<file path="config.mk">
export PLATFORM = sky130hd
export DESIGN_NAME = multi_input_debounce_event_generator_core
export DESIGN_NICKNAME = d
export VERILOG_FILES = /design/src/design/mide_pkg.sv /design/src/design/mide_lane.sv /design/src/design/mide_merge.sv /design/src/design/multi_input_debounce_event_generator_core.sv
export SDC_FILE = /design/constraint.sdc
export NUM_CORES = 1
export LEC_CHECK = 0
export BUFFER_PORTS_ARGS = -buffer_cell sky130_fd_sc_hd__clkbuf_2
export CAP_MARGIN = 20
export CORE_MARGIN = 4
export CORE_UTILIZATION = 45
export CTS_CLUSTER_SIZE = 24
export DETAILED_ROUTE_END_ITERATION = 8
export HOLD_SLACK_MARGIN = 0.03
export SYNTH_ARGS = -nofsm -noshare
export SYNTH_HDL_FRONTEND = slang
export SYNTH_SLANG_ARGS = --single-unit
export TNS_END_PERCENT = 1
</file>
<file path="constraint.sdc">
create_clock -name clk -period 10.7 [get_ports clk]
set_clock_uncertainty 0.05 [all_clocks]
set_input_delay 2.14 -clock clk [delete_from_list [all_inputs] [get_ports clk]]
set_output_delay 2.14 -clock clk [all_outputs]
set_load 0.01 [all_outputs]
</file>
<file path="src/design/mide_pkg.sv">
package mide_pkg;

	localparam int NUM_CH         = 6;
	localparam int LOCK_CH        = 2;
	localparam int COUNT_BITS_DEF = 16;
	localparam int THR_BITS       = 16;
	localparam int CODE_BITS      = 5;
	localparam int VAL_BITS       = 2;

	localparam logic [THR_BITS-1:0] THRESHOLD_RESET = 16'd50;

	// event code base and reset value per channel, in channel order
	localparam logic [CODE_BITS-1:0] CH_BASE [NUM_CH] = '{
		5'd0, 5'd4, 5'd6, 5'd8, 5'd12, 5'd16
	};
	localparam logic [VAL_BITS-1:0] CH_RESET [NUM_CH] = '{
		2'd0, 2'd0, 2'd2, 2'd0, 2'd0, 2'd0
	};

	typedef struct packed {
		logic [1:0] ignition_raw;
		logic       door_raw;
		logic [1:0] lock_raw;
		logic [1:0] blinker_raw;
		logic [1:0] wiper_raw;
		logic       speed_raw;
	} in_item_t;

	typedef struct packed {
		logic [CODE_BITS-1:0] event_code;
		logic                 last_event;
	} out_item_t;

	typedef struct packed {
		logic                 evt;
		logic [CODE_BITS-1:0] code;
	} lane_evt_t;

endpackage

</file>
<file path="src/design/mide_lane.sv">
module mide_lane #(
	parameter int                        COUNT_BITS    = mide_pkg::COUNT_BITS_DEF,
	parameter logic [mide_pkg::CODE_BITS-1:0] BASE     = '0,
	parameter logic [mide_pkg::VAL_BITS-1:0]  RESET_VAL = '0,
	parameter bit                        SUPPRESS_HIGH = 1'b0
) (
	input  logic                               clk,
	input  logic                               arst_n,
	input  logic                               fire,
	input  logic [mide_pkg::VAL_BITS-1:0]      raw,
	input  logic [mide_pkg::THR_BITS-1:0]      threshold,
	output mide_pkg::lane_evt_t                evt
);
	import mide_pkg::*;

	localparam int CW = (COUNT_BITS > THR_BITS) ? COUNT_BITS : THR_BITS;
	localparam logic [COUNT_BITS-1:0] CNT_MAX = '1;

	logic [VAL_BITS-1:0]   stable_q, cand_q, cand_n;
	logic [COUNT_BITS-1:0] cnt_q, cnt_n;
	logic [CW-1:0]         thr_ext;
	logic                  change;

	assign thr_ext = CW'(threshold);

	always_comb begin
		if (raw == cand_q) begin
			cand_n = cand_q;
			if (CW'(cnt_q) < thr_ext && cnt_q != CNT_MAX)
				cnt_n = cnt_q + 1'b1;
			else
				cnt_n = cnt_q;
		end else begin
			cand_n = raw;
			cnt_n  = '0;
		end
		change = (CW'(cnt_n) >= thr_ext) && (cand_n != stable_q);
	end

	// lock "none" and code three still move the stable value but raise nothing
	assign evt = '{
		evt:  change && !(SUPPRESS_HIGH && cand_n > 2'd1),
		code: BASE + CODE_BITS'(cand_n)
	};

	always_ff @(posedge clk or negedge arst_n) begin
		if (!arst_n) begin
			stable_q <= RESET_VAL;
			cand_q   <= RESET_VAL;
			cnt_q    <= '0;
		end else if (fire) begin
			cand_q <= cand_n;
			cnt_q  <= cnt_n;
			if (change)
				stable_q <= cand_n;
		end
	end

endmodule

</file>
<file path="src/design/mide_merge.sv">
module mide_merge (
	input  logic                                   clk,
	input  logic                                   arst_n,
	input  logic                                   in_fire,
	input  mide_pkg::lane_evt_t [mide_pkg::NUM_CH-1:0] lane_evt,
	output logic                                   busy,
	output logic                                   out_valid,
	input  logic                                   out_stall,
	output mide_pkg::out_item_t                    out_data
);
	import mide_pkg::*;

	localparam int IW = $clog2(NUM_CH);

	logic [NUM_CH-1:0]    mask_q, pick_oh;
	logic [CODE_BITS-1:0] code_q [NUM_CH];
	logic [IW-1:0]        pick;
	logic                 move, out_valid_q;
	out_item_t            out_data_q;

	// lowest pending channel goes first
	always_comb begin
		pick = '0;
		for (int i = NUM_CH - 1; i >= 0; i--)
			if (mask_q[i])
				pick = IW'(i);
		pick_oh = '0;
		pick_oh[pick] = 1'b1;
	end

	assign move = (mask_q != '0) && (!out_valid_q || !out_stall);
	assign busy = (mask_q != '0) && !(move && $onehot(mask_q));

	always_ff @(posedge clk or negedge arst_n) begin
		if (!arst_n) begin
			mask_q      <= '0;
			out_valid_q <= 1'b0;
		end else begin
			if (in_fire) begin
				for (int i = 0; i < NUM_CH; i++)
					mask_q[i] <= lane_evt[i].evt;
			end else if (move) begin
				mask_q <= mask_q & ~pick_oh;
			end
			if (move)
				out_valid_q <= 1'b1;
			else if (!out_stall)
				out_valid_q <= 1'b0;
		end
	end

	always_ff @(posedge clk) begin
		if (in_fire)
			for (int i = 0; i < NUM_CH; i++)
				code_q[i] <= lane_evt[i].code;
		if (move) begin
			out_data_q.event_code <= code_q[pick];
			out_data_q.last_event <= (mask_q & ~pick_oh) == '0;
		end
	end

	assign out_valid = out_valid_q;
	assign out_data  = out_data_q;

	a_load_empty: assert property (@(posedge clk) disable iff (!arst_n)
		in_fire |-> (mask_q == '0) || ($onehot(mask_q) && move))
		else $error("tick loaded over pending events");

	a_move_valid: assert property (@(posedge clk) disable iff (!arst_n)
		move |=> out_valid)
		else $error("moved event not presented");

	a_last_flag: assert property (@(posedge clk) disable iff (!arst_n)
		(move && $onehot(mask_q)) |=> out_data.last_event)
		else $error("final event of tick not marked last");

	a_mask_shrinks: assert property (@(posedge clk) disable iff (!arst_n)
		!in_fire |=> (mask_q & ~$past(mask_q)) == '0)
		else $error("pending mask grew without a tick");

endmodule

</file>
<file path="src/design/multi_input_debounce_event_generator_core.sv">
// channel  | dir | handshake              | payload
// in       | in  | in_valid / in_stall    | in_data (six raw readings)
// out      | out | out_valid / out_stall  | out_data (event_code, last_event)
// cfg      | in  | cfg_wr_en              | cfg_wr_data (debounce threshold)
//
// A tick transfer updates all six debounce lanes together; its events are
// queued in a pending mask and leave one per cycle while out is not stalled,
// lowest channel first. The single result port holds in stalled until the
// last event of a tick moves out; a tick with no events does not stall in.
// The output register lets the next tick be taken while a result waits.
// Reset clears lane state to its idle values and the threshold to 50.
module multi_input_debounce_event_generator_core #(
	parameter int COUNT_BITS = mide_pkg::COUNT_BITS_DEF
) (
	input  logic                              clk,
	input  logic                              arst_n,
	input  logic                              in_valid,
	output logic                              in_stall,
	input  mide_pkg::in_item_t                in_data,
	output logic                              out_valid,
	input  logic                              out_stall,
	output mide_pkg::out_item_t               out_data,
	input  logic                              cfg_wr_en,
	input  logic [mide_pkg::THR_BITS-1:0]     cfg_wr_data
);
	import mide_pkg::*;

	logic [THR_BITS-1:0]     threshold_q;
	logic [VAL_BITS-1:0]     raw [NUM_CH];
	lane_evt_t [NUM_CH-1:0]  lane_evt;
	logic                    in_fire, busy;

	always_ff @(posedge clk or negedge arst_n) begin
		if (!arst_n)
			threshold_q <= THRESHOLD_RESET;
		else if (cfg_wr_en)
			threshold_q <= cfg_wr_data;
	end

	assign in_stall = busy;
	assign in_fire  = in_valid && !busy;

	assign raw[0] = in_data.ignition_raw;
	assign raw[1] = {1'b0, in_data.door_raw};
	assign raw[2] = in_data.lock_raw;
	assign raw[3] = in_data.blinker_raw;
	assign raw[4] = in_data.wiper_raw;
	assign raw[5] = {1'b0, in_data.speed_raw};

	for (genvar i = 0; i < NUM_CH; i++) begin : g_lane
		mide_lane #(
			.COUNT_BITS    (COUNT_BITS),
			.BASE          (CH_BASE[i]),
			.RESET_VAL     (CH_RESET[i]),
			.SUPPRESS_HIGH (i == LOCK_CH)
		) u_lane (
			.clk       (clk),
			.arst_n    (arst_n),
			.fire      (in_fire),
			.raw       (raw[i]),
			.threshold (threshold_q),
			.evt       (lane_evt[i])
		);
	end

	mide_merge u_merge (
		.clk       (clk),
		.arst_n    (arst_n),
		.in_fire   (in_fire),
		.lane_evt  (lane_evt),
		.busy      (busy),
		.out_valid (out_valid),
		.out_stall (out_stall),
		.out_data  (out_data)
	);

endmodule
</file>
==> key figures, run 1 <==
Placement
  – Dpl cell area: 14500 um2
  – Routability Congestion: 0.873
  – Post-place setup slack: 5030 ps
  – Port Buffer Count: 38
  – Dpl hpwl: 27700 um

Critical path
  – CP most frequent cell: ha_1
  – Reg2reg path depth: 17
  – Critical path's largest stage delay: 970 ps
  – Critical Path End Type: flip-flop
  – CP Depth: 17
  – Worst r2r dst: g_lane[2].u_lane.stable_q[0]$_DFFE_PN0P_
  – Type of the worst setup path: flip-flop to flip-flop
  – WP buf/inv: 2
  – Worst endpoint data arrival time: 5700 ps
  – Crit path from: threshold_q[7]$_DFFE_PN0P_
  – CP max FO: 19
  – CP top delay family: compound AO/OA/AOI/OAI gates
  – Crit Reg-Reg Startpoint: threshold_q[7]$_DFFE_PN0P_
  – CP Launch Type: flip-flop
  – R2r setup slk: 5290 ps
  – Worst EP required: 10990 ps
  – Worst path slowest cell: a2111oi_4
  – Crit path to: g_lane[2].u_lane.stable_q[0]$_DFFE_PN0P_
  – Crit-path cells: inv_1 > buf_4 > ha_1 > a21oi_1 > a211oi_1 > a2111oi_4 > nand3_1 > xor2_1 > nor2_1 > ha_1 > a211o_1 > a31oi_1 > nor4_1 > a2111oi_0 > nor3_1 > o21ai_0 > mux2_2

STA
  – Setup TNS: 0 ps
  – Setup Viol. Count Final: 0
  – Unrepaired setup endpoints after global routing: false
  – Final worst path period share: 50.6%
  – Fin crit period: 5410 ps
  – Max Slew Vio Count: 0
  – Relative slew margins: 28.2%
  – Worst slew pin tran: 1080 ps
  – Final hold violation count: 0
  – Fmax: 185 MHz
  – Final WS setup: 5290 ps

Logic synthesis
  – Register area share after synthesis: 29.8%
  – Post-synthesis compound-gate area fraction: 19.2%
  – Mux share of post-synthesis cell area: 1.73%
  – Largest family of logic cells by synthesized area: simple AND/OR/NAND/NOR gates
  – Post-Synth Adder-Cell Area: 18.5%
  – Ys async rst share: 88.3%
  – Post-Synth XOR/XNOR Area: 5.16%
  – Number of flops mapped to enable cells by yosys: 19
  – Top-area cell type share of the netlist area: 24.8%
  – Largest area contributor in the netlist: dfrtp_1
  – Synth Register Bits: 162
  – Ys Warns: 0
  – Most common flop cell mapped by yosys: dfrtp_1
  – Commonest cells in the synthesized netlist: ha_1, nand2_1, dfrtp_1
  – Post-synthesis cell type count: 67
  – Post-synthesis simple-gate area fraction: 21.8%
  – Synth Instances: 1635
  – Synth Area per Inst: 8.52 um2
  – Top cells by area, synth: dfrtp_1, ha_1, nand2_1
  – Post-Syn Area: 13900 um2
  – Count leader, synth: ha_1

Hold path
  – Worst Hold Class: flip-flop to flip-flop

Detailed routing
  – Highest routed layer: met4
  – Routed wl met3: 2090 um
  – Initial DRC count: 904
  – Routed WL per cell: 19.3 um
  – Post-DR vias/cell: 6.10
  – Routed length on met1: 17500 um
  – Final ANT Viol Nets: 0
  – Met2 wire length: 19200 um
  – # DRC: 0
  – Router iterations before antenna repair: 7
  – Total number of vias: 12500
  – Drt total wl: 39600 um

Global route
  – Vias in the first global route: 12100
  – Gr ovfl total: 0
  – Global Route Usage Sum: 23.6%
  – Pin count of the biggest net entering global routing: 91
  – Global-route wire length before repair: 64500 um
  – Number of antenna violations at the first check in global routing: 0

Cells and area
  – Ratio of cells with drive above 1 in the final layout: 8.23%
  – N_diodes: 0
  – Final instance area: 15100 um2
  – Area Overhead vs Synth: 8.34%
  – Filler cell count: 2910
  – Nets: 1875

Clock tree
  – CTS tree: built
  – CTS resizes: 0
  – Post-CTS setup buffers: 0
  – Clock sinks: 162
  – Clock Latency Late Sink: 450 ps
  – Clock buffer count from CTS: 17
  – Clk root buf: clkbuf_16
  – Clk slew on worst S/H paths: 70 ps
  – Htree depth: 4
  – CTS Buffer Depth: 2
  – Hold_buf cts: 0

Die
  – I/O pin cnt: 39
  – Starting density of the core: 45.5%
  – Die W: 184 um
  – Rows: 64
  – Die Span Y: 184 um
  – Die Area: 33800 um2
  – Total core area: 30600 um2

Job
  – Max cap viols: 0

Power
  – P per Cell Area: 110 nW/um2
  – Max IR drop VDD: 0.000118 V
  – Pleak: 6.98 nW

Status
  – Status: finished clean
[cells by family (layout without fill, tap and decap cells)]
family          count (synthesis)  in the layout
simple gates                  614            614
fa+ha+maj                     205            205
compound gates                414            414
mux                            22             22
other cells                     1              2
buf+inv                       135            151
flops                         162            162
xor+xnor                       82             82
[registers in the layout (all words and copies together), names as in the netlist]
| signal | count |
|---|---|
| u_merge.out_data | 6 |
| g_lane.u_lane.cnt_q | 96 |
| u_merge.mask_q | 6 |
| u_merge.code_q | 13 |
| g_lane.u_lane.stable_q | 12 |
| g_lane.u_lane.cand_q | 12 |
| threshold_q | 16 |
| u_merge.out_valid | 1 |
[layout by cell type, fill, tap and decap left out, types with 34 or more instances in the layout]
cell type and count:
clkbuf_2 37, ha_1 203, nand3_1 70, nand2_1 167, a21oi_1 94, xor2_1 34
dfrtp_1 138, or3_1 43, xnor2_1 48, nand4_1 52, o21ai_0 118, a21o_1 39
nor2_1 126, inv_1 56
[worst min path at each step]
| stage | slack (ps) | startpoint | to | depth (start not counted) |
|---|---|---|---|---|
| 6_report | 440 | g_lane[1].u_lane.stable_q[1]$_DFFE_PN0P_ | g_lane[1].u_lane.stable_q[1]$_DFFE_PN0P_ | 1 |
| 5_1_grt | 460 | g_lane[0].u_lane.cand_q[0]$_DFFE_PN0P_ | g_lane[0].u_lane.cand_q[0]$_DFFE_PN0P_ | 2 |
| 4_1_cts | 440 | g_lane[1].u_lane.stable_q[1]$_DFFE_PN0P_ | g_lane[1].u_lane.stable_q[1]$_DFFE_PN0P_ | 1 |
| 3_5_place_dp | 420 | g_lane[1].u_lane.stable_q[1]$_DFFE_PN0P_ | g_lane[1].u_lane.stable_q[1]$_DFFE_PN0P_ | 1 |
| 3_3_place_gp | 430 | g_lane[1].u_lane.stable_q[1]$_DFFE_PN0P_ | g_lane[1].u_lane.stable_q[1]$_DFFE_PN0P_ | 1 |
| 2_1_floorplan | 400 | g_lane[1].u_lane.stable_q[1]$_DFFE_PN0P_ | g_lane[1].u_lane.stable_q[1]$_DFFE_PN0P_ | 1 |
[area by class of cell]
class | count | area, um2 | area share (%)
Clock buffer | 17 | 425 | 2.82
Clock inverter | 15 | 134 | 0.888
Inverter | 57 | 214 | 1.42
Multi-Input combinational cell | 1339 | 9280 | 61.5
Sequential cell | 162 | 4160 | 27.5
Tap cell | 396 | 495 | 3.28
Timing Repair Buffer | 62 | 377 | 2.50
[routing by layer]
metal | track usage, % | vias to the layer above
li1 | - | 6071
met1 | 30.9 | 6020
met2 | 40.7 | 349
met3 | 3.94 | 60
met4 | 6.30 | 0
met5 | 0 | -
[power by group]
part	leakage (nW)	total [W]	switching, W	internal [W]
clock network	0.277	0.000612	0.000289	0.000323
registers	2.11	0.000691	0.0000359	0.000655
logic	4.59	0.000353	0.000225	0.000128
[worst register-to-register path, cell delays in order, from the launching register on]
cell and delay (ps):
dfrtp_1 360, inv_1 400, buf_4 270, ha_1 270, a21oi_1 160, a211oi_1 120
a2111oi_4 970, nand3_1 250, xor2_1 200, nor2_1 110, ha_1 250, a211o_1 290
a31oi_1 180, nor4_1 70, a2111oi_0 490, nor3_1 80, o21ai_0 390, mux2_2 380
[through the flow]
stage	utilization, %	instances	total power, W	hold WS (ps)
CTS	49.3	2048	0.00167	443
floorplan	-	1636	0.000927	404
global route	49.3	2048	0.00175	464
detailed placement	47.5	2016	0.00105	423
finish	49.3	2048	0.00166	439
global placement	47.5	2016	0.00105	425
(Power assumes the default switching activity.)
==> run 2, diff against run 1 <==
==> constraint.sdc (replaced) <==
create_clock -name clk -period 5.5 [get_ports clk]
set_clock_uncertainty 0.05 [all_clocks]
set_input_delay 1.1 -clock clk [delete_from_list [all_inputs] [get_ports clk]]
set_output_delay 1.1 -clock clk [all_outputs]
set_load 0.01 [all_outputs]
==> run 2 against run 1 <==
Cell area grew 1.0%. Routed wire length grew 0.15%. Cell count grew 0.73%. Flip-flop and latch count is the same. Register-to-register slack lost 4700 ps. Power grew 99%. Critical path type unchanged. Critical endpoint unchanged. Largest cell class unchanged. Highest routed layer unchanged.
==> key figures, run 2 (synthesis gave the netlist of run 1 again) <==
Detailed routing
  – Post-DR vias/cell: 6.03
  – Total number of vias: 12400
  – Initial DRC count: 1007
  – Final ANT Viol Nets: 0
  – Routed WL per cell: 19.2 um
  – Router iterations before antenna repair: 5
  – Drt total wl: 39700 um
  – # DRC: 0

Job
  – Max cap viols: 0

Cells and area
  – Largest regs: g_lane.u_lane.cnt_q (96), threshold_q (16), u_merge.code_q (13)
  – Fin util: 49.8%
  – Area Overhead vs Synth: 9.44%
  – Ratio of cells with drive above 1 in the final layout: 9.18%
  – Flip-flop count of the largest register after layout: 96
  – N_diodes: 0
  – Filler cell count: 2926
  – Most frequent cells in the layout: ha_1, nand2_1, dfrtp_1
  – Leading cell type in the layout, fill and taps excluded: ha_1
  – Largest Register: g_lane.u_lane.cnt_q
  – Nets: 1890

Clock tree
  – Htree depth: 4
  – Clk root buf: clkbuf_16
  – Clock buffer count from CTS: 17
  – CTS Buffer Depth: 2
  – Hold_buf cts: 0
  – Clock sinks: 162
  – CTS tree: built
  – Clk slew on worst S/H paths: 80 ps
  – Clock Latency Late Sink: 460 ps

Global route
  – Global-route wire length before repair: 64400 um
  – Gr ovfl total: 0
  – Pin count of the biggest net entering global routing: 67
  – Number of antenna violations at the first check in global routing: 0
  – Global Route Usage Sum: 23.6%
  – Vias in the first global route: 12100

STA
  – Max Slew Vio Count: 0
  – Setup TNS: 0 ps
  – Worst slew pin tran: 948 ps
  – Final worst path period share: 89.1%
  – Final WS setup: 600 ps
  – Fmax: 204 MHz
  – Fin crit period: 4900 ps
  – Relative slew margins: 36.8%
  – Unrepaired setup endpoints after global routing: false
  – Final hold violation count: 0
  – Setup Viol. Count Final: 0

Critical path
  – Critical Path End Type: flip-flop
  – CP Launch Type: flip-flop
  – Worst path slowest cell: dfstp_2
  – Crit Reg-Reg Startpoint: threshold_q[1]$_DFFE_PN1P_
  – CP top delay family: compound AO/OA/AOI/OAI gates
  – Type of the worst setup path: flip-flop to flip-flop
  – CP max FO: 13
  – Reg2reg path depth: 16
  – Worst endpoint data arrival time: 5200 ps
  – WP buf/inv: 1
  – Critical path's largest stage delay: 520 ps
  – R2r setup slk: 600 ps
  – Crit-path cells: inv_1 > ha_1 > a21o_1 > a211o_1 > a2111oi_4 > nand3_1 > xor2_1 > nor2_1 > ha_1 > a211o_1 > a31oi_1 > nor4_1 > a2111oi_0 > nor3_1 > o21ai_0 > mux2_2
  – Worst r2r dst: g_lane[2].u_lane.stable_q[0]$_DFFE_PN0P_
  – Worst EP required: 5800 ps

Die
  – Die Span Y: 184 um
  – I/O pin cnt: 39
  – Rows: 64
  – Die Area: 33800 um2
  – Total core area: 30600 um2
  – Starting density of the core: 45.5%
  – Die W: 184 um

Hold path
  – Hold Crit Endpoint: g_lane[1].u_lane.stable_q[1]$_DFFE_PN0P_
  – Worst Hold Class: flip-flop to flip-flop
  – Hold depth: 1
  – Min-delay src: g_lane[1].u_lane.stable_q[1]$_DFFE_PN0P_

Power
  – Max IR drop VDD: 0.000233 V
  – Pwr Total: 0.00329 W
  – Pleak: 7.06 nW
  – P per Cell Area: 216 nW/um2

Status
  – Status: finished clean

Placement
  – Dpl hpwl: 28200 um
  – Port Buffer Count: 38
  – Routability Congestion: 0.859
  – Post-place setup slack: 541 ps
==> run 2: cell count changes in the layout (fill, tap and decap cells not counted) <==
cell	change
inv_4	+1
inv_6	+3
clkinv_4	-2
clkinv_2	-4
clkinv_1	-1
buf_4	+14
inv_8	+3
buf_12	+1
nand2_2	+1
nand2_1	-1
==> run 2: area by class of cell <==
class | count | area (um2) | area share [%]
multi-input combinational | 1339 | 9290 | 60.9
sequential | 162 | 4160 | 27.3
timing repair buffer | 77 | 502 | 3.29
tap | 396 | 495 | 3.25
clock buffer | 17 | 425 | 2.79
inverter | 57 | 214 | 1.40
clock inverter | 15 | 159 | 1.04
==> run 2: timing repair <==
action                                 4_1_cts  5_1_grt
endpoints found under the hold margin        0        0
resized for setup                            0        1
setup buffers                                0        0
setup endpoints to repair                    0        1
==> run 2: worst max path at each step <==
stage	startpoint	end	slack, ps	cells past startpoint
CTS	threshold_q[1]$_DFFE_PN1P_	g_lane[1].u_lane.stable_q[0]$_DFFE_PN0P_	510	16
global route	threshold_q[1]$_DFFE_PN1P_	g_lane[1].u_lane.stable_q[0]$_DFFE_PN0P_	160	16
detailed placement	threshold_q[1]$_DFFE_PN1P_	g_lane[1].u_lane.stable_q[0]$_DFFE_PN0P_	540	16
global placement	threshold_q[1]$_DFFE_PN1P_	g_lane[1].u_lane.stable_q[0]$_DFFE_PN0P_	720	16
floorplan	threshold_q[1]$_DFFE_PN1P_	g_lane[2].u_lane.stable_q[0]$_DFFE_PN0P_	910	17
finish	threshold_q[1]$_DFFE_PN1P_	g_lane[2].u_lane.stable_q[0]$_DFFE_PN0P_	600	16
==> run 2: layer usage <==
metal / GRT usage (%) / part of all wire, %
met5: 0 / 0
met2: 39.7 / 48
met3: 4.14 / 4.2
met4: 7.36 / 2.6
met1: 31.2 / 45
==> run 2: worst register-to-register path: stages, from the launching register on <==
cell	delay (ps)
dfstp_2	520
inv_1	270
ha_1	410
a21o_1	170
a211o_1	340
a2111oi_4	450
nand3_1	190
xor2_1	170
nor2_1	100
ha_1	250
a211o_1	290
a31oi_1	150
nor4_1	80
a2111oi_0	490
nor3_1	80
o21ai_0	410
mux2_2	380
==> run 2: power by group <==
group	internal [W]	switching (W)	leakage, nW
registers	0.00127	0.0000723	2.11
logic	0.000263	0.000439	4.66
clock network	0.000646	0.000598	0.288
==> run 2: stage by stage <==
step	hold WS (ps)	instances	cell area, um2
floorplan	404	1636	13900
global placement	421	2031	14700
detailed placement	424	2031	14700
CTS	442	2063	15200
global route	468	2063	15200
finish	439	2063	15200
